<file path="src/sv/rcplpc_pkg.sv">
// ---------------------------------------------------------------------------
// rcplpc_pkg
// Shared widths, constants and codes of the RC pulse light controller.
// ---------------------------------------------------------------------------
`timescale 1ns / 1ps
`default_nettype none

package rcplpc_pkg;

    localparam int WIDTH_W      = 16;
    localparam int SAMPLE_COUNT = 5;

    // ring index and running sum widths
    localparam int SLOT_W = (SAMPLE_COUNT > 1) ? $clog2(SAMPLE_COUNT) : 1;
    localparam int SUM_W  = WIDTH_W + $clog2(SAMPLE_COUNT);

    // floor(sum / SAMPLE_COUNT) as (sum * RECIP) >> DIV_SHIFT, exact over SUM_W bits
    localparam int DIV_SHIFT = SUM_W + $clog2(SAMPLE_COUNT);
    localparam int RECIP_W   = SUM_W + 1;
    localparam int PROD_W    = SUM_W + RECIP_W;
    localparam logic [RECIP_W-1:0] RECIP =
        RECIP_W'(((64'd1 << DIV_SHIFT) + 64'(SAMPLE_COUNT) - 64'd1) / 64'(SAMPLE_COUNT));

    typedef logic [WIDTH_W-1:0] t_width;

    // mode codes, shown on the animation output
    localparam logic [1:0] MODE_OFF   = 2'd0;
    localparam logic [1:0] MODE_TAIL  = 2'd1;
    localparam logic [1:0] MODE_HEAD  = 2'd2;
    localparam logic [1:0] MODE_FLASH = 2'd3;

    // phase durations in ticks
    localparam int TIMER_W = 10;
    localparam logic [TIMER_W-1:0] DUR_LONG_TAIL = TIMER_W'(925);
    localparam logic [TIMER_W-1:0] DUR_LONG_BOTH = TIMER_W'(425);
    localparam logic [TIMER_W-1:0] DUR_SHORT     = TIMER_W'(75);
    localparam logic [TIMER_W-1:0] DUR_NONE      = '0;

    // register reset values
    localparam t_width     RST_THRESHOLD_HIGH = 16'd1700;
    localparam t_width     RST_THRESHOLD_LOW  = 16'd1300;
    localparam logic [7:0] RST_SAMPLE_PERIOD  = 8'd50;
    localparam t_width     RST_DUTY_BRIGHT    = 16'd1000;
    localparam t_width     RST_DUTY_DIM       = 16'd750;

    // register indexes (paddr[4:2])
    localparam logic [2:0] REG_THRESHOLD_HIGH = 3'd0;
    localparam logic [2:0] REG_THRESHOLD_LOW  = 3'd1;
    localparam logic [2:0] REG_SAMPLE_PERIOD  = 3'd2;
    localparam logic [2:0] REG_DUTY_BRIGHT    = 3'd3;
    localparam logic [2:0] REG_DUTY_DIM       = 3'd4;

endpackage

`default_nettype wire

</file>
<file path="src/sv/rc_pulse_light_pattern_controller.sv">
// ---------------------------------------------------------------------------
// rc_pulse_light_pattern_controller
// Averages RC pulse widths and drives head and tail light duty patterns.
// ---------------------------------------------------------------------------
// Usage:
//   Input channel (i_in_valid / o_in_stall): one word per 1 ms tick, carrying
//   i_pulse_valid and i_pulse_width. Output channel (o_out_valid /
//   i_out_stall): exactly one result word per input word, in order.
//   Path: a word that is accepted lands in the input register; its result
//   is loaded into the result register once that register is free, which
//   raises o_out_valid. Throughput: one word per clock while the result
//   side does not stall. The whole tick update (running sum, divide by the
//   sample count through a constant multiply, threshold compare, phase
//   timer) is one pass of logic between the two registers.
//   Stall: when the result register is full and i_out_stall is high, the
//   result holds and the input register holds; o_in_stall rises only once
//   the input register is also full, so one word is absorbed while stalled.
//   Reset (i_rst_n low, synchronous): both channels empty, config registers
//   back to their defaults, sample ring and sum zero, mode off with rising
//   polarity expected; the first word after reset takes a sample step.
//   Config: APB-style, pready tied high, registers at byte offsets 4*i.
//   Write only while no word is in flight.
// ---------------------------------------------------------------------------
`timescale 1ns / 1ps
`default_nettype none

module rc_pulse_light_pattern_controller
    import rcplpc_pkg::*;
(
    input  wire logic         i_clk,
    input  wire logic         i_rst_n,
    // input words
    input  wire logic         i_in_valid,
    output logic              o_in_stall,
    input  wire logic         i_pulse_valid,
    input  wire logic [15:0]  i_pulse_width,
    // result words
    output logic              o_out_valid,
    input  wire logic         i_out_stall,
    output logic [15:0]       o_head_duty,
    output logic [15:0]       o_tail_duty,
    output logic [1:0]        o_animation,
    output logic [15:0]       o_smoothed_width,
    // config port
    input  wire logic         psel,
    input  wire logic         penable,
    input  wire logic         pwrite,
    input  wire logic [4:0]   paddr,
    input  wire logic [31:0]  pwdata,
    output logic [31:0]       prdata,
    output logic              pready
);

    // ---------------------------------------------------------------
    // Config registers
    // ---------------------------------------------------------------
    t_width     r_thr_high;
    t_width     r_thr_low;
    logic [7:0] r_period;
    t_width     r_duty_bright;
    t_width     r_duty_dim;

    logic       s_cfg_wr;
    logic [2:0] s_cfg_idx;

    assign pready    = 1'b1;
    assign s_cfg_idx = paddr[4:2];
    assign s_cfg_wr  = psel && penable && pwrite && pready;

    always_ff @(posedge i_clk) begin
        if (!i_rst_n) begin
            r_thr_high    <= RST_THRESHOLD_HIGH;
            r_thr_low     <= RST_THRESHOLD_LOW;
            r_period      <= RST_SAMPLE_PERIOD;
            r_duty_bright <= RST_DUTY_BRIGHT;
            r_duty_dim    <= RST_DUTY_DIM;
        end else if (s_cfg_wr) begin
            unique case (s_cfg_idx)
                REG_THRESHOLD_HIGH: r_thr_high    <= pwdata[15:0];
                REG_THRESHOLD_LOW:  r_thr_low     <= pwdata[15:0];
                REG_SAMPLE_PERIOD:  r_period      <= pwdata[7:0];
                REG_DUTY_BRIGHT:    r_duty_bright <= pwdata[15:0];
                REG_DUTY_DIM:       r_duty_dim    <= pwdata[15:0];
                default: ;  // unmapped offsets ignore writes
            endcase
        end
    end

    always_comb begin
        unique case (s_cfg_idx)
            REG_THRESHOLD_HIGH: prdata = {16'd0, r_thr_high};
            REG_THRESHOLD_LOW:  prdata = {16'd0, r_thr_low};
            REG_SAMPLE_PERIOD:  prdata = {24'd0, r_period};
            REG_DUTY_BRIGHT:    prdata = {16'd0, r_duty_bright};
            REG_DUTY_DIM:       prdata = {16'd0, r_duty_dim};
            default:            prdata = '0;
        endcase
    end

    // ---------------------------------------------------------------
    // Handshake: input register -> result register
    // ---------------------------------------------------------------
    logic   r_in_valid;
    logic   r_pulse_valid;
    t_width r_pulse_width;
    logic   r_out_valid;

    logic s_out_ready;  // result register can load this cycle
    logic s_in_ready;   // input register can load this cycle
    logic s_fire;       // buffered word is processed this cycle

    assign s_out_ready = !r_out_valid || !i_out_stall;
    assign s_fire      = r_in_valid && s_out_ready;
    assign s_in_ready  = !r_in_valid || s_out_ready;
    assign o_in_stall  = !s_in_ready;
    assign o_out_valid = r_out_valid;

    always_ff @(posedge i_clk) begin
        if (!i_rst_n) begin
            r_in_valid  <= 1'b0;
            r_out_valid <= 1'b0;
        end else begin
            if (s_in_ready) begin
                r_in_valid <= i_in_valid;
            end
            if (s_out_ready) begin
                r_out_valid <= r_in_valid;
            end
        end
    end

    // payload of the input register needs no reset
    always_ff @(posedge i_clk) begin
        if (s_in_ready && i_in_valid) begin
            r_pulse_valid <= i_pulse_valid;
            r_pulse_width <= i_pulse_width;
        end
    end

    // ---------------------------------------------------------------
    // Tick state
    // ---------------------------------------------------------------
    t_width              r_ring [SAMPLE_COUNT];
    logic [SUM_W-1:0]    r_sum;        // running sum of the ring
    logic [SLOT_W-1:0]   r_slot;
    t_width              r_held_width;
    logic                r_held_fresh;
    logic [7:0]          r_step_cnt;
    logic [1:0]          r_mode;
    logic                r_off_latch;
    logic                r_expect_rise;
    logic [1:0]          r_pattern;    // 0 none/off, else pattern of that mode
    logic [1:0]          r_phase;
    logic [TIMER_W-1:0]  r_timer;
    t_width              r_last_avg;

    t_width              n_ring [SAMPLE_COUNT];
    logic [SUM_W-1:0]    n_sum;
    logic [SLOT_W-1:0]   n_slot;
    t_width              n_held_width;
    logic                n_held_fresh;
    logic [7:0]          n_step_cnt;
    logic [1:0]          n_mode;
    logic                n_off_latch;
    logic                n_expect_rise;
    logic [1:0]          n_pattern;
    logic [1:0]          n_phase;
    logic [TIMER_W-1:0]  n_timer;
    t_width              n_last_avg;
    t_width              n_head;
    t_width              n_tail;

    // step arithmetic
    t_width              s_sample;
    logic [PROD_W-1:0]   s_prod;
    t_width              s_avg;
    logic [8:0]          s_cnt_inc;
    logic [7:0]          s_period;
    logic [TIMER_W-1:0]  s_dur;
    logic                s_four_phase;
    logic [TIMER_W:0]    s_timer_inc;
    logic [1:0]          s_phase_inc;

    always_comb begin
        n_ring        = r_ring;
        n_sum         = r_sum;
        n_slot        = r_slot;
        n_held_width  = r_held_width;
        n_held_fresh  = r_held_fresh;
        n_step_cnt    = r_step_cnt;
        n_mode        = r_mode;
        n_off_latch   = r_off_latch;
        n_expect_rise = r_expect_rise;
        n_pattern     = r_pattern;
        n_phase       = r_phase;
        n_timer       = r_timer;
        n_last_avg    = r_last_avg;
        n_head        = '0;
        n_tail        = '0;
        s_dur         = DUR_NONE;
        s_four_phase  = 1'b0;

        // fresh pulse is latched first so a step in the same tick sees it
        if (r_pulse_valid) begin
            n_held_width = r_pulse_width;
            n_held_fresh = 1'b1;
        end

        // sample step: replace oldest entry, update sum, divide by count
        s_sample = n_held_fresh ? n_held_width : '0;
        n_sum    = r_sum - SUM_W'(r_ring[r_slot]) + SUM_W'(s_sample);
        s_prod   = PROD_W'(n_sum) * PROD_W'(RECIP);
        s_avg    = s_prod[DIV_SHIFT +: WIDTH_W];

        if (r_step_cnt == 8'd0) begin
            n_ring[r_slot] = s_sample;
            n_held_fresh   = 1'b0;
            n_last_avg     = s_avg;
            n_slot         = (r_slot == SLOT_W'(SAMPLE_COUNT - 1)) ? '0 : r_slot + 1'b1;

            if (s_avg == '0 && !r_off_latch) begin
                n_pattern   = MODE_OFF;
                n_phase     = '0;
                n_timer     = '0;
                n_mode      = MODE_OFF;
                n_off_latch = 1'b1;
            end else if ((s_avg > r_thr_high && r_expect_rise) ||
                         (s_avg < r_thr_low && !r_expect_rise)) begin
                n_mode        = r_mode + 2'd1;
                n_pattern     = r_mode + 2'd1;
                n_phase       = '0;
                n_timer       = '0;
                n_expect_rise = !r_expect_rise;
                n_off_latch   = 1'b0;
            end
        end else begin
            n_sum = r_sum;
        end

        // step counter, period zero acts as one
        s_period  = (r_period == 8'd0) ? 8'd1 : r_period;
        s_cnt_inc = {1'b0, r_step_cnt} + 9'd1;
        n_step_cnt = (s_cnt_inc >= {1'b0, s_period}) ? 8'd0 : s_cnt_inc[7:0];

        // light levels of the current phase
        case (n_pattern)
            MODE_TAIL, MODE_HEAD: begin
                n_head = (n_pattern == MODE_HEAD) ? r_duty_bright : '0;
                if (!n_phase[0]) begin
                    n_tail = r_duty_dim;
                    s_dur  = DUR_LONG_TAIL;
                end else begin
                    n_tail = r_duty_bright;
                    s_dur  = DUR_SHORT;
                end
            end
            MODE_FLASH: begin
                s_four_phase = 1'b1;
                if (!n_phase[0]) begin
                    n_head = r_duty_bright;
                    n_tail = r_duty_dim;
                    s_dur  = DUR_LONG_BOTH;
                end else if (!n_phase[1]) begin
                    n_head = r_duty_dim;
                    n_tail = r_duty_dim;
                    s_dur  = DUR_SHORT;
                end else begin
                    n_head = r_duty_dim;
                    n_tail = r_duty_bright;
                    s_dur  = DUR_SHORT;
                end
            end
            default: ;
        endcase

        // phase timer
        s_timer_inc = {1'b0, n_timer} + 1'b1;
        s_phase_inc = s_four_phase ? n_phase + 2'd1 : {1'b0, ~n_phase[0]};
        if (s_dur != DUR_NONE) begin
            if (s_timer_inc >= {1'b0, s_dur}) begin
                n_timer = '0;
                n_phase = s_phase_inc;
            end else begin
                n_timer = s_timer_inc[TIMER_W-1:0];
            end
        end
    end

    always_ff @(posedge i_clk) begin
        if (!i_rst_n) begin
            for (int i = 0; i < SAMPLE_COUNT; i++) begin
                r_ring[i] <= '0;
            end
            r_sum         <= '0;
            r_slot        <= '0;
            r_held_width  <= '0;
            r_held_fresh  <= 1'b0;
            r_step_cnt    <= '0;
            r_mode        <= MODE_OFF;
            r_off_latch   <= 1'b0;
            r_expect_rise <= 1'b1;
            r_pattern     <= MODE_OFF;
            r_phase       <= '0;
            r_timer       <= '0;
            r_last_avg    <= '0;
        end else if (s_fire) begin
            r_ring        <= n_ring;
            r_sum         <= n_sum;
            r_slot        <= n_slot;
            r_held_width  <= n_held_width;
            r_held_fresh  <= n_held_fresh;
            r_step_cnt    <= n_step_cnt;
            r_mode        <= n_mode;
            r_off_latch   <= n_off_latch;
            r_expect_rise <= n_expect_rise;
            r_pattern     <= n_pattern;
            r_phase       <= n_phase;
            r_timer       <= n_timer;
            r_last_avg    <= n_last_avg;
        end
    end

    // ---------------------------------------------------------------
    // Result register
    // ---------------------------------------------------------------
    always_ff @(posedge i_clk) begin
        if (s_fire) begin
            o_head_duty      <= n_head;
            o_tail_duty      <= n_tail;
            o_animation      <= n_mode;
            o_smoothed_width <= n_last_avg;
        end
    end

endmodule

`default_nettype wire

</file>
<file path="config.mk">
export PLATFORM = sky130hd
export DESIGN_NAME = rc_pulse_light_pattern_controller
export DESIGN_NICKNAME = d
export VERILOG_FILES = /design/src/sv/rcplpc_pkg.sv /design/src/sv/rc_pulse_light_pattern_controller.sv
export SDC_FILE = /design/constraint.sdc
export NUM_CORES = 1
export LEC_CHECK = 0
export BUFFER_PORTS_ARGS = -buffer_cell sky130_fd_sc_hd__buf_2
export CAP_MARGIN = 10
export CELL_PAD_IN_SITES_DETAIL_PLACEMENT = 0
export CELL_PAD_IN_SITES_GLOBAL_PLACEMENT = 2
export CORE_ASPECT_RATIO = 0.8
export CORE_MARGIN = 2
export CORE_UTILIZATION = 39
export CTS_BUF_LIST = sky130_fd_sc_hd__clkbuf_8
export DETAILED_ROUTE_END_ITERATION = 10
export PLACE_DENSITY = 0.88
export SETUP_SLACK_MARGIN = 0.02
export SLEW_MARGIN = 20
export SYNTH_ARGS = -nofsm -noshare
export SYNTH_HDL_FRONTEND = slang
export SYNTH_SLANG_ARGS = --single-unit
export TNS_END_PERCENT = 1
</file>
<file path="constraint.sdc">
create_clock -name i_clk -period 18 [get_ports i_clk]
set_input_delay 4.5 -clock i_clk [delete_from_list [all_inputs] [get_ports i_clk]]
set_output_delay 4.5 -clock i_clk [all_outputs]
set_load 0.01 [all_outputs]
</file>
# ---- Word level (Yosys, flattened, before mapping)
# Index checks and enable logic that the tools add are counted.
dict set report op_classes {
  n_bitwise 3
  n_mul 1
  muxes 45
  n_eq_ne 8
  addsub 7
  reduce_logical 32
  n_lt_le_gt_ge 6
}
# operator count
set ops {}
lappend ops {{$mux 16} 11}
lappend ops {{$bwmux 80} 1}
lappend ops {{$pmux 16 s5} 1}
lappend ops {{$pmux 16 s2} 2}
lappend ops {{$mux 10} 6}
lappend ops {{$bmux 16 s3} 1}
lappend ops {{$demux 16 s3} 1}
lappend ops {{$mul 19x20->38 const B} 1}
lappend ops {{$mux 2} 12}
lappend ops {{$pmux 10 s2} 1}
lappend ops {{$add 19x16->19} 1}
lappend ops {{$sub 19x16->19} 1}
lappend ops {{$gt 16x16->1} 1}
lappend ops {{$logic_not 16->1} 1}
lappend ops {{$logic_not 8->1} 2}
lappend ops {{$lt 16x16->1} 1}
lappend ops {{$mux 8} 2}
lappend ops {{$reduce_and 2->1} 6}
lappend ops {{$add 10x1->11 const B} 1}
lappend ops {{$ge 11x10->1} 1}
lappend ops {{$reduce_bool 10->1} 1}
lappend ops {{$add 8x1->9 const B} 1}
lappend ops {{$ge 9x8->1} 1}
lappend ops {{$mux 9} 1}
lappend ops {{other kinds (21)} 44}
dict set report totals {
  output_inout_bits 85
  word_cells 132
  in_bits 61
  reg_bits 302
}

# ---- Depth between registers and ports, before layout
# Gate-level depths: netlist of the first run.
dict set report depth {
  ltp_word 19
  mapped_depth 67
  mapped_depth_nobuf 63
}

# ---- Worst setup path after synthesis of the first run
# OpenSTA, ideal clock, no wires.
dict set report synth_timing {
  kind {flip-flop to flip-flop}
  from {reg r_slot[0]}
  to {reg r_phase[0]}
  slack_ns 3.579
  required_time_ns 17.881
  stages_incl_launch_ff 63
  t_arrival_ns 14.302
  synth_period_minus_slack_ns 14.421
  cell_sequence {dfxtp_1 > buf_1 > buf_1 > mux4_2 > a22o_1 > fa_1 > fa_1 > nand2b_1 > a21oi_1 > nor4_1 > nor2_1 > a21oi_1 > o21bai_1 > nand2_1 > nand2_1 > a21o_1 > a21oi_1 > xnor2_1 > (+27 left out) > o21ai_2 > nand2_1 > clkbuf_1 > and2_1 > ha_1 > clkbuf_1 > nand3_1 > nor2_1 > xnor2_1 > nor2_1 > ha_1 > and3_1 > nand4_1 > a21oi_1 > o221a_1 > a211oi_4 > nor2b_1 > o221a_1}
}
dict set report synth_via {
  elab_chain_len 19
}
# item line_no
set synth_lines {}
lappend synth_lines {{start: declaration} rc_pulse_light_pattern_controller.sv:145} ;# logic [SLOT_W-1:0] r_slot;
lappend synth_lines {{start signal: assignment} rc_pulse_light_pattern_controller.sv:309} ;# r_slot <= n_slot;
lappend synth_lines {{$not 3->4 (implied by the code) (*)} rc_pulse_light_pattern_controller.sv:211} ;# n_sum = r_sum - SUM_W'(r_ring[r_slot]) + SUM_W'(s_sample);
lappend synth_lines {{$bmux 16 s3 (*)} rc_pulse_light_pattern_controller.sv:211}
lappend synth_lines {{$mux 16 (implied by the code) (*) (2 in series)} rc_pulse_light_pattern_controller.sv:211}
lappend synth_lines {{$sub 19x16->19 (*)} rc_pulse_light_pattern_controller.sv:211}
lappend synth_lines {{$add 19x16->19 (*)} rc_pulse_light_pattern_controller.sv:211}
lappend synth_lines {{$mul 19x20->38 (*)} rc_pulse_light_pattern_controller.sv:212} ;# s_prod = PROD_W'(n_sum) * PROD_W'(RECIP);
lappend synth_lines {{parallel branches: the longest is 11 deep, another holds $gt 16x16->1} --}
lappend synth_lines {{$mux 2 (*)} rc_pulse_light_pattern_controller.sv:279} ;# if (s_dur != DUR_NONE) begin
lappend synth_lines {{end signal: assignment} rc_pulse_light_pattern_controller.sv:317} ;# r_phase <= n_phase;
lappend synth_lines {{end: declaration} rc_pulse_light_pattern_controller.sv:153} ;# logic [1:0] r_phase;
# Every way passes the cells marked *. The select of a mux whose other input is x is not followed.
# A chain may end at the register's enable or synchronous reset.

# ---- Worst setup path after layout of the first run
dict set report layout_timing {
  from {reg r_pulse_valid}
  to {reg r_timer[8]}
}
dict set report layout_via {
  elab_chain_len 16
}
# item line_no
set layout_lines {}
lappend layout_lines {{start: declaration} rc_pulse_light_pattern_controller.sv:104} ;# logic r_pulse_valid;
lappend layout_lines {{start signal: assignment} rc_pulse_light_pattern_controller.sv:135} ;# r_pulse_valid <= i_pulse_valid;
lappend layout_lines {{$mux 16 or $mux 1 (tied branches)} rc_pulse_light_pattern_controller.sv:204} ;# if (r_pulse_valid) begin
lappend layout_lines {{$mux 16 (*)} rc_pulse_light_pattern_controller.sv:210} ;# s_sample = n_held_fresh ? n_held_width : '0;
lappend layout_lines {{$add 19x16->19 (*)} rc_pulse_light_pattern_controller.sv:211}
lappend layout_lines {{$mul 19x20->38 (*)} rc_pulse_light_pattern_controller.sv:212}
lappend layout_lines {{parallel branches: the longest is 11 deep, another holds $gt 16x16->1} --}
lappend layout_lines {{$mux 10 (*)} rc_pulse_light_pattern_controller.sv:279}
lappend layout_lines {{end signal: assignment} rc_pulse_light_pattern_controller.sv:318} ;# r_timer <= n_timer;
lappend layout_lines {{end: declaration} rc_pulse_light_pattern_controller.sv:154} ;# logic [TIMER_W-1:0] r_timer;
# Every way passes the cells marked *.

==> results of run 1 <==
## per-stage QoR
step | setup WS, ns | cells | util
floorplan | 3.58 | 2505 | -
global placement | 1.59 | 3211 | 0.418
detailed placement | 1.48 | 3211 | 0.418
CTS | 1.44 | 3299 | 0.437
global route | 0.248 | 3299 | 0.437
finish | 1.43 | 3299 | 0.437
## routing by layer
layer / up-vias / global-route usage
li1: 8626 / -
met1: 8356 / 0.297
met2: 437 / 0.315
met3: 67 / 0.0324
met4: 0 / 0.0387
met5: - / 0
## worst min-delay path, delay by kind of cell (launching register included)
kind               cells  cell delay, ns
AOI/OAI and AO/OA      1            0.05
and+or+nand+nor        1            0.05
DFF                    1            0.31
## worst max-delay path by stage
stage / start / endpoint / slack [ns] / depth (start not counted)
after floorplan: r_slot[0] / r_phase[0] / 3.58 / 62
after global placement: r_slot[0] / r_timer[6] / 1.59 / 59
after detailed placement: r_slot[0] / r_timer[8] / 1.48 / 60
after CTS: r_slot[0] / r_timer[6] / 1.44 / 59
after global routing: r_pulse_valid / r_timer[2] / 0.25 / 58
final: r_pulse_valid / r_timer[8] / 1.43 / 57
## flip-flops by register name, indices dropped and copies added (netlist names), 2 cells and up
name,flops
r_duty_dim,16
r_pattern,2
o_head_duty,16
r_mode,2
o_smoothed_width,16
r_slot,3
r_step_cnt,8
r_thr_low,16
r_held_width,16
r_sum,19
r_period,8
r_last_avg,16
r_ring,80
r_phase,2
r_duty_bright,16
r_pulse_width,16
r_thr_high,16
r_timer,10
o_animation,2
o_tail_duty,16
## cells in the final DEF, fill, tap and decap left out, drive strengths merged, types with 22 or more instances in the layout
| cell | n |
|---|---|
| a211oi | 57 |
| a21o | 22 |
| a21oi | 208 |
| a22o | 29 |
| a22oi | 39 |
| buf | 138 |
| clkbuf | 58 |
| dfxtp | 235 |
| edfxtp | 67 |
| fa | 115 |
| ha | 204 |
| inv | 305 |
| mux2i | 35 |
| nand2 | 353 |
| nand3 | 53 |
| nor2 | 240 |
| o211ai | 26 |
| o21ai | 78 |
| xnor2 | 29 |
## cell usage after synthesis, types with 20 or more instances
master,count
sky130_fd_sc_hd__nand2_1,353
sky130_fd_sc_hd__inv_1,291
sky130_fd_sc_hd__nor2_1,239
sky130_fd_sc_hd__dfxtp_1,235
sky130_fd_sc_hd__a21oi_1,206
sky130_fd_sc_hd__ha_1,204
sky130_fd_sc_hd__fa_1,115
sky130_fd_sc_hd__clkbuf_1,106
sky130_fd_sc_hd__o21ai_0,68
sky130_fd_sc_hd__edfxtp_1,67
sky130_fd_sc_hd__a211oi_1,54
sky130_fd_sc_hd__nand3_1,52
sky130_fd_sc_hd__a22oi_1,39
sky130_fd_sc_hd__mux2i_1,35
sky130_fd_sc_hd__a22o_1,29
sky130_fd_sc_hd__xnor2_1,29
sky130_fd_sc_hd__o211ai_1,26
sky130_fd_sc_hd__a21o_1,22
sky130_fd_sc_hd__nand4_1,20
## final cells by class
type | count | area (um^2) | share of cell area
Multi-Input combinational cell | 1776 | 13100 | 0.556
Sequential cell | 302 | 6720 | 0.285
Inverter | 293 | 1100 | 0.0468
Tap cell | 702 | 878 | 0.0372
Clock buffer | 58 | 798 | 0.0338
Timing Repair Buffer | 138 | 761 | 0.0323
Clock inverter | 30 | 210 | 0.00891
## logic make-up after synthesis
group,Yosys count,share of synthesized area
buffers and inverters,427,0.0781
xor gates and xnor gates,43,0.0179
other,2,0.000351
and+or+nand+nor,786,0.160
adders and majority gates,320,0.227
muxes,53,0.0342
AOI/OAI and AO/OA,557,0.169
DFF,302,0.314
==> metrics.csv, run 1 <==
stage,metric,value,unit
clock_tree,cts.sink_count,302,
setup_path,critPathTopFamily,compound AO/OA/AOI/OAI gates,
timing,timing.max_slew.rel_slack,0.257,
setup_path,critical_path.max_stage_delay,1.05,ns
setup_path,regToRegStartpoint,r_pulse_valid,
timing,finalSetupTns,0,ns
timing,timing.clock.skew,0.0408,ns
setup_path,crit-reg2reg-capture,r_timer[8],
timing,rsz0062_at_grt,false,
detailed_routing,drt_pass1_iterations,5,
timing,timing.final.setup_violations,0,
place,dp.final_hpwl,44200,um
clock_tree,cts_tree,yes,
logic_synthesis,ys_async_sr_fraction,0,
floorplan,die_height,214,um
clock_tree,hold_bufs_inserted_after_cts,0,
setup_path,timing.critical_path.required,18.53,ns
clock_tree,number_of_buffers_created_by_cts,49,
global_route,antenna_found_initial,0,
place,numPortBuffers,110,
setup_path,reg2reg_depth,57,
global_route,grt_pass1_vias,16887,
logic_synthesis,syn_area,21400,um^2
clock_tree,root_buffer,sky130_fd_sc_hd__clkbuf_8,
logic_synthesis,synth_cell_type_count,85,
logic_synthesis,yosys.area.top_type_share,0.220,
final_layout,layout-area-overhead-vs-synth,10.2,%
detailed_routing,route.detailed.drc,0,
clock_tree,postCtsSetupRepairBufs,0,
detailed_routing,route.final.wire_length,58000,um
setup_path,timing_worst_setup_path_type,reg2reg,
run,cap_viol_max_count,0,
timing,finalHoldViolCount,0,
setup_path,setup.worst_path.end_class,flop,
logic_synthesis,number_of_cells_produced_by_synthesis,2490,
detailed_routing,via_count,17486,
detailed_routing,top_metal_layer_carrying_routed_signals,met4,
timing,worst_slew_pin_slew,1.11,ns
clock_tree,ctsLongestPathBuffers,3,
final_layout,finalInstanceArea,23600,um^2
hold_path,worstHoldPathCells,2,
floorplan,die_w,266,um
detailed_routing,initialDrtViolationCount,1257,
place,place.gp.congestion,0.897,
detailed_routing,routed_wire_length_per_instance,17.6,um
clock_tree,cts.clk_slew.worst_paths,0.06,ns
global_route,largest_net_degree_at_the_start_of_global_routing,134,
logic_synthesis,synth_seq_area_share,0.314,
setup_path,worstPathBufferInverterCount,6,
logic_synthesis,postSynth.topFlopCell,sky130_fd_sc_hd__dfxtp_1,
timing,final.hold.worst_slack,0.453,ns
setup_path,critPathMaxFanout,34,
final_layout,post_route_cells_drive_above_1_share,0.102,
timing,finalCritPeriodShare,0.921,
hold_path,holdCritStartpoint,r_held_width[5],
floorplan,die-area,56800,um^2
clock_tree,cts_resized,0,
logic_synthesis,yosys_register_bits,302,
setup_path,critPathLaunchType,flop,
final_layout,n_fill_cell,5369,
logic_synthesis,synth.yosys.warnings,0,
final_layout,design.final.nets,2940,
floorplan,ioPinCount,146,
clock_tree,clock_tree.htree_level_count,2,
floorplan,design.core.area,54000,um^2
floorplan,floorplan.rows,76,
place,detailed_place.area,22600,um^2
clock_tree,clock_insertion_delay_worst_skew,0.61,ns
logic_synthesis,synth_area_leaders,"sky130_fd_sc_hd__dfxtp_1 22%, sky130_fd_sc_hd__ha_1 12%, sky130_fd_sc_hd__fa_1 11%",
outcome,run_status,"complete, no violations",
logic_synthesis,syn_area_per_cell,8.60,um^2
global_route,global_route_wire_length_before_repair,92300,um
detailed_routing,via_density_per_instance,5.30,
setup_path,worst-r2r-setup-slack,1.43,ns
detailed_routing,met2_wirelength,25600,um
global_route,gr-total-overflow,0,
logic_synthesis,synth_enable_flop_cells,67,
detailed_routing,ant_nets,0,
detailed_routing,detailroute.wirelength.met3,3270,um
hold_path,hold-path-endpoint,r_held_width[5],
floorplan,start_util,0.396,
global_route,globalRouteTotalUtil,0.202,
timing,finalWorstPathRequiredPeriod,16.57,ns
setup_path,worst-endpoint-arrival,17.10,ns
detailed_routing,routedLengthMet1,28300,um
timing,drv_slew,0,
hold_path,worst_hold_path_type,reg2reg,
timing,top_achievable_clock_speed,60.3,MHz
logic_synthesis,yosysTopAreaCell,sky130_fd_sc_hd__dfxtp_1,
final_layout,antenna_cells,0,
setup_path,slowest_stage,sky130_fd_sc_hd__edfxtp_1,
Power of run 1 is not shown: default switching activity piles up to over one toggle a cycle in this logic, so the estimate is an artifact.
==> inputs of run 2 (changes only) <==
--- a/config.mk
+++ b/config.mk
@@ -5,13 +5,14 @@
 export SDC_FILE = /design/constraint.sdc
 export NUM_CORES = 1
 export LEC_CHECK = 0
+export ABC_AREA = 1
 export BUFFER_PORTS_ARGS = -buffer_cell sky130_fd_sc_hd__buf_2
 export CAP_MARGIN = 10
 export CELL_PAD_IN_SITES_DETAIL_PLACEMENT = 0
 export CELL_PAD_IN_SITES_GLOBAL_PLACEMENT = 2
 export CORE_ASPECT_RATIO = 0.8
 export CORE_MARGIN = 2
-export CORE_UTILIZATION = 39
+export CORE_UTILIZATION = 38
 export CTS_BUF_LIST = sky130_fd_sc_hd__clkbuf_8
 export DETAILED_ROUTE_END_ITERATION = 10
 export PLACE_DENSITY = 0.88
==> metrics.csv, run 2 <==
stage,metric,value,unit,change
floorplan,start_util,0.386,,-0.0107
setup_path,timing_worst_setup_path_type,reg2reg,,
clock_tree,postCtsSetupRepairBufs,0,,unchanged
detailed_routing,ant_nets,0,,unchanged
place,numPortBuffers,110,,unchanged
final_layout,largest_register_ff_count,80,,unchanged
logic_synthesis,syn_area,21900,um^2,+2.3%
logic_synthesis,number_of_cells_produced_by_synthesis,2815,,+13%
logic_synthesis,synth_area_leaders,"sky130_fd_sc_hd__dfxtp_1 21%, sky130_fd_sc_hd__ha_1 12%, sky130_fd_sc_hd__fa_1 11%",,
clock_tree,number_of_buffers_created_by_cts,49,,unchanged
detailed_routing,route.detailed.drc,0,,unchanged
setup_path,worst-endpoint-arrival,14.84,ns,-2.26 ns
logic_synthesis,synth_xor_area_frac,0.0127,,-0.00521
setup_path,critPathMaxFanout,18,,-47%
global_route,globalRouteMet1Util,0.309,,+0.0117
clock_tree,root_buffer,sky130_fd_sc_hd__clkbuf_8,,
clock_tree,ctsLongestPathBuffers,3,,unchanged
logic_synthesis,yosys.area_share.simple,0.160,,+0.000933
floorplan,die_height,219,um,+2.4%
setup_path,slowest_stage,sky130_fd_sc_hd__ha_1,,
final_layout,n_fill_cell,5879,,+9.5%
detailed_routing,routed_wire_length_per_instance,16.7,um,-5.1%
floorplan,design.core.area,56800,um^2,+5.2%
timing,final.hold.worst_slack,0.453,ns,-0.000779 ns
outcome,run_status,"complete, no violations",,
hold_path,worst_hold_path_type,reg2reg,,
timing,finalSetupTns,0,ns,unchanged
floorplan,die-area,59600,um^2,+4.9%
final_layout,biggest_register,r_ring,,
final_layout,antenna_cells,0,,unchanged
logic_synthesis,dominant_combinational_cell_family_by_area_after_synthesis,adder cells,,
timing,setup_slack,3.66,ns,+2.23 ns
logic_synthesis,synth.yosys.warnings,0,,unchanged
logic_synthesis,dominant_cell_by_count_in_the_synthesized_netlist,sky130_fd_sc_hd__inv_1,,
global_route,met3_usage,0.0271,,-0.00524
clock_tree,hold_bufs_inserted_after_cts,0,,unchanged
global_route,antenna_found_initial,0,,unchanged
logic_synthesis,synth_mux_area_frac,0.00731,,-0.0269
global_route,globalRouteTotalUtil,0.205,,+0.00302
global_route,top_usage_layer,met2,,
detailed_routing,route.final.wire_length,61700,um,+6.4%
logic_synthesis,synth_cell_type_count,62,,-27%
logic_synthesis,yosysTopAreaCell,sky130_fd_sc_hd__dfxtp_1,,
detailed_routing,via_density_per_instance,5.04,,-4.9%
logic_synthesis,synth_compound_area_frac,0.171,,+0.00175
final_layout,layout.cells.most_common,sky130_fd_sc_hd__inv_1,,
clock_tree,cts.sink_count,302,,unchanged
final_layout,most-common-layout-cells,"575 x sky130_fd_sc_hd__inv_1, 442 x sky130_fd_sc_hd__nand2_1, 254 x sky130_fd_sc_hd__a21oi_1",,
logic_synthesis,yosys_register_bits,302,,unchanged
global_route,grt_pass1_vias,18044,,+6.9%
logic_synthesis,yosys.area.top_type_share,0.215,,-0.00501
clock_tree,cts_tree,yes,,
final_layout,post_route_cells_drive_above_1_share,0.0972,,-0.00518
timing,timing.clock.skew,0.0540,ns,+0.0132 ns
final_layout,layout-area-overhead-vs-synth,10.2,%,about the same
detailed_routing,drt_pass1_iterations,6,,+1
timing,timing.max_slew.rel_slack,0.277,,+0.0195
global_route,global_route_wire_length_before_repair,97800,um,+6.0%
setup_path,worstPathBufferInverterCount,15,,+9
clock_tree,cts_resized,0,,unchanged
place,dp.final_hpwl,47500,um,+7.4%
setup_path,critPathLaunchType,flop,,
logic_synthesis,synth_seq_area_share,0.307,,-0.00715
clock_tree,clock_tree.htree_level_count,2,,unchanged
logic_synthesis,ys_async_sr_fraction,0,,unchanged
timing,finalCritPeriodShare,0.797,,-0.124
detailed_routing,initialDrtViolationCount,1315,,+4.6%
floorplan,floorplan.rows,78,,+2.6%
logic_synthesis,synth.cells.most_frequent,"559 x sky130_fd_sc_hd__inv_1, 442 x sky130_fd_sc_hd__nand2_1, 254 x sky130_fd_sc_hd__a21oi_1",,
final_layout,design.final.nets,3280,,+12%
setup_path,critical_path.max_stage_delay,0.76,ns,-0.29 ns
setup_path,critPathTopFamily,adder cells,,
timing,worst_slew_pin_slew,1.08,ns,-0.0295 ns
place,place_worst_setup_slack,3.85,ns,+2.37 ns
setup_path,cp_common_cell,sky130_fd_sc_hd__nand2_1,,
run,cap_viol_max_count,0,,unchanged
timing,top_achievable_clock_speed,69.7,MHz,+16%
logic_synthesis,synth_enable_flop_cells,67,,unchanged
timing,finalWorstPathRequiredPeriod,14.34,ns,-2.23 ns
timing,finalHoldViolCount,0,,unchanged
global_route,grt.met2_usage,0.315,,about the same
global_route,largest_net_degree_at_the_start_of_global_routing,81,,-40%
clock_tree,cts.clk_slew.worst_paths,0.07,ns,about the same
logic_synthesis,synth_fa_ha_area_frac,0.222,,-0.00564
global_route,gr-total-overflow,0,,unchanged
logic_synthesis,postSynth.topFlopCell,sky130_fd_sc_hd__dfxtp_1,,
setup_path,setup.worst_path.end_class,flop,,
place,post-place-cells,3609,,+12%
timing,drv_slew,0,,unchanged
logic_synthesis,syn_area_per_cell,7.78,um^2,-9.5%
timing,rsz0062_at_grt,false,,
timing,timing.final.setup_violations,0,,unchanged
clock_tree,clock_insertion_delay_worst_skew,0.62,ns,about the same
floorplan,ioPinCount,146,,unchanged
setup_path,timing.critical_path.required,18.50,ns,-0.03 ns
final_layout,reg_top3,"r_ring x80, r_sum x19",,
detailed_routing,via_count,18656,,+6.7%
place,place.gp.congestion,0.910,,+1.5%
floorplan,die_w,272,um,+2.4%
final_layout,finalNonFillerCells,3701,,+12%
==> run 2: cell count changes in the layout (fill, tap and decap cells not counted), sizes merged, moves of 44 or more <==
cell,before,now
nand3,53,97
o21ai,78,239
inv,305,589
a21oi,208,265
nor2,240,178
nand2,353,471
==> run 2: cell type report <==
type                    instances  area (um^2)  area share
repair buffers                128          688      0.0285
clock inverters                36          214     0.00886
inverters                     574         2160      0.0894
clock buffers                  56          771      0.0319
well taps                     760          951      0.0394
flip-flops and latches        302         6720       0.278
multi-input cells            1845        12600       0.524
==> run 2: cell families (layout without fill, tap and decap cells) <==
kind of cell	after synthesis	count (layout)
adder cells (fa/ha/maj)	319	319
XOR/XNOR	31	31
other	2	17
flip-flops	302	302
AO/OA/AOI/OAI	658	658
buffers and inverters	683	794
multiplexers	16	16
AND/OR/NAND/NOR	804	804
==> run 2: final timing paths <==
kind	from	end	slack, ns	cells past startpoint
min reg2reg	r_ring[2]	r_ring[2]	0.45	2
max reg2reg	r_slot[1]	r_phase[0]	3.66	67
min	r_ring[2]	r_ring[2]	0.45	2
max	r_slot[1]	r_phase[0]	3.66	67
==> run 2: worst register-to-register path: cells and delay by family, from the launching register on <==
kind	cells	cell delay (ns)
adders and majority gates	12	5.51
xor gates and xnor gates	1	0.41
buffers and inverters	15	1.65
and+or+nand+nor	26	3.48
AOI/OAI and AO/OA	13	2.76
DFF	1	0.41
==> run 2: per-layer routing <==
metal,part of all wire,vias up
li1,-,9313
met1,0.51,8838
met2,0.43,436
met3,0.049,69
met4,0.014,0
met5,0,-
==> run 2: metrics by stage <==
| step | utilization | instance area, um^2 |
|---|---|---|
| after floorplan | - | 22000 |
| after global placement | 0.408 | 23200 |
| after detailed placement | 0.408 | 23200 |
| after CTS | 0.425 | 24100 |
| after global routing | 0.425 | 24100 |
| final | 0.425 | 24100 |
Power of run 2 is left out for the same reason.
==> inputs of run 3 (changes only) <==
==> constraint.sdc (replaced) <==
create_clock -name i_clk -period 14.4 [get_ports i_clk]
set_input_delay 3.6 -clock i_clk [delete_from_list [all_inputs] [get_ports i_clk]]
set_output_delay 3.6 -clock i_clk [all_outputs]
set_load 0.01 [all_outputs]
==> metrics.csv, run 3 (synthesis gave the netlist of run 2 again) <==
stage,metric,value,unit,change
timing,finalWorstPathRequiredPeriod,13.32,ns,-1.02 ns
place,dp.final_hpwl,48600,um,+2.3%
final_layout,n_fill_cell,5776,,-1.8%
timing,timing.clock.skew,0.0324,ns,-0.0216 ns
final_layout,multi_input_comb_area,12700,um^2,+0.11%
timing,finalHoldViolCount,0,,unchanged
setup_path,setup.worst_path.end_class,flop,,
hold_path,worst_hold_path_type,reg2reg,,
detailed_routing,ant_nets,0,,unchanged
timing,timing.max_slew.rel_slack,0.255,,-0.0216
global_route,largest_net_degree_at_the_start_of_global_routing,79,,-2.5%
clock_tree,number_of_buffers_created_by_cts,48,,-2.0%
global_route,gr-total-overflow,0,,unchanged
setup_path,timing.critical_path.required,14.92,ns,-3.58 ns
floorplan,start_util,0.386,,unchanged
place,place_worst_setup_slack,0.835,ns,-3.01 ns
detailed_routing,detailroute.wirelength.met3,3510,um,+15%
place,place.gp.congestion,0.891,,-2.1%
detailed_routing,via_count,18826,,+0.91%
final_layout,finalNonFillerCells,3709,,+0.22%
timing,timing.final.setup_violations,0,,unchanged
final_layout,design.final.nets,3293,,+0.40%
clock_tree,root_buffer,sky130_fd_sc_hd__clkbuf_8,,
setup_path,critPathTopFamily,adder cells,,
timing,setup_slack,1.08,ns,-2.58 ns
setup_path,slowest_stage,sky130_fd_sc_hd__fa_1,,
floorplan,design.core.area,56800,um^2,unchanged
final_layout,antenna_cells,0,,unchanged
run,cap_viol_max_count,0,,unchanged
detailed_routing,top_metal_layer_carrying_routed_signals,met4,,
final_layout,most-common-layout-cells,"575 x sky130_fd_sc_hd__inv_1, 442 x sky130_fd_sc_hd__nand2_1, 253 x sky130_fd_sc_hd__a21oi_1",,
global_route,globalRouteTotalUtil,0.211,,+0.00522
timing,finalCritPeriodShare,0.925,,+0.128
detailed_routing,routedLengthMet1,31400,um,+0.29%
detailed_routing,routed_wire_length_per_instance,17.0,um,+2.0%
setup_path,worstPathBufferInverterCount,14,,-1
clock_tree,cts.clk_slew.worst_paths,0.07,ns,about the same
final_layout,largest_register_ff_count,80,,unchanged
outcome,run_status,"complete, no violations",,
floorplan,die_height,219,um,unchanged
floorplan,ioPinCount,146,,unchanged
final_layout,biggest_register,r_ring,,
timing,rsz0062_at_grt,false,,
clock_tree,cts.sink_count,302,,unchanged
final_layout,post_route_cells_drive_above_1_share,0.101,,+0.00347
clock_tree,cts_tree,yes,,
detailed_routing,drt_pass1_iterations,6,,unchanged
floorplan,die_w,272,um,unchanged
clock_tree,clock_tree.htree_level_count,2,,unchanged
final_layout,reg_top3,"r_ring x80, r_sum x19",,
detailed_routing,initialDrtViolationCount,1423,,+8.2%
place,numPortBuffers,110,,unchanged
timing,drv_slew,0,,unchanged
clock_tree,ctsLongestPathBuffers,3,,unchanged
final_layout,sequential_cell_area,6720,um^2,unchanged
global_route,grt_pass1_vias,18199,,+0.86%
timing,top_achievable_clock_speed,75.1,MHz,+7.7%
clock_tree,clock_insertion_delay_worst_skew,0.60,ns,-0.02 ns
setup_path,critPathLaunchType,flop,,
global_route,global_route_wire_length_before_repair,100000,um,+2.4%
floorplan,die-area,59600,um^2,unchanged
place,post-place-cells,3620,,+0.30%
detailed_routing,via_density_per_instance,5.08,,+0.69%
detailed_routing,route.detailed.drc,0,,unchanged
floorplan,floorplan.rows,78,,unchanged
timing,worst_slew_pin_slew,1.11,ns,+0.0310 ns
detailed_routing,route.final.wire_length,63100,um,+2.2%
detailed_routing,met2_wirelength,27300,um,+3.1%
final_layout,layout-area-overhead-vs-synth,10.7,%,
global_route,antenna_found_initial,0,,unchanged
timing,finalSetupTns,0,ns,unchanged
setup_path,critPathMaxFanout,16,,-2
setup_path,worst-endpoint-arrival,13.85,ns,-0.99 ns
setup_path,timing_worst_setup_path_type,reg2reg,,
setup_path,critical_path.max_stage_delay,0.56,ns,-0.20 ns
final_layout,layout.cells.most_common,sky130_fd_sc_hd__inv_1,,
setup_path,cp_common_cell,sky130_fd_sc_hd__inv_1,,
## run 3: cell type report
class,count,share of cell area
Inverter,574,0.0892
Tap cell,760,0.0392
Multi-Input combinational cell,1845,0.522
Timing Repair Buffer,142,0.0332
Clock buffer,54,0.0307
Clock inverter,32,0.00872
Sequential cell,302,0.277
## run 3: tightest hold or removal path: cells and delay by family, from the launching register on
family | cells | cell delay [ns]
flops | 1 | 0.29
buf+inv | 1 | 0.06
compound gates | 1 | 0.05
## run 3: path summary, 6_finish.rpt
kind	startpoint	endpoint	slack (ns)	cells past startpoint
hold / removal	r_ring[47]	r_ring[47]	0.45	2
setup / recovery	r_slot[2]	r_timer[4]	1.08	66
hold reg to reg	r_ring[47]	r_ring[47]	0.45	2
setup reg to reg	r_slot[2]	r_timer[4]	1.08	66
## run 3: stage by stage
step / hold WS [ns] / utilization / cell area, um^2
detailed placement: 0.444 / 0.409 / 23200
global placement: 0.434 / 0.409 / 23200
global route: 0.474 / 0.427 / 24200
floorplan: 0.425 / - / 22000
finish: 0.451 / 0.427 / 24200
CTS: 0.454 / 0.426 / 24200
## run 3: repair_timing
| item | CTS | global route |
|---|---|---|
| setup endpoints to repair | 0 | 12 |
| hold buffers | 0 | 0 |
| endpoints found under the hold margin | 0 | 0 |
| buffers inserted | 0 | 2 |
| gates resized for setup | 0 | 6 |
## run 3: routing by layer
metal,up-vias,GRT usage
met5,-,0
met4,0,0.0350
met3,61,0.0342
met2,462,0.320
met1,8978,0.316
li1,9325,-
Power of run 3 is left out for the same reason.
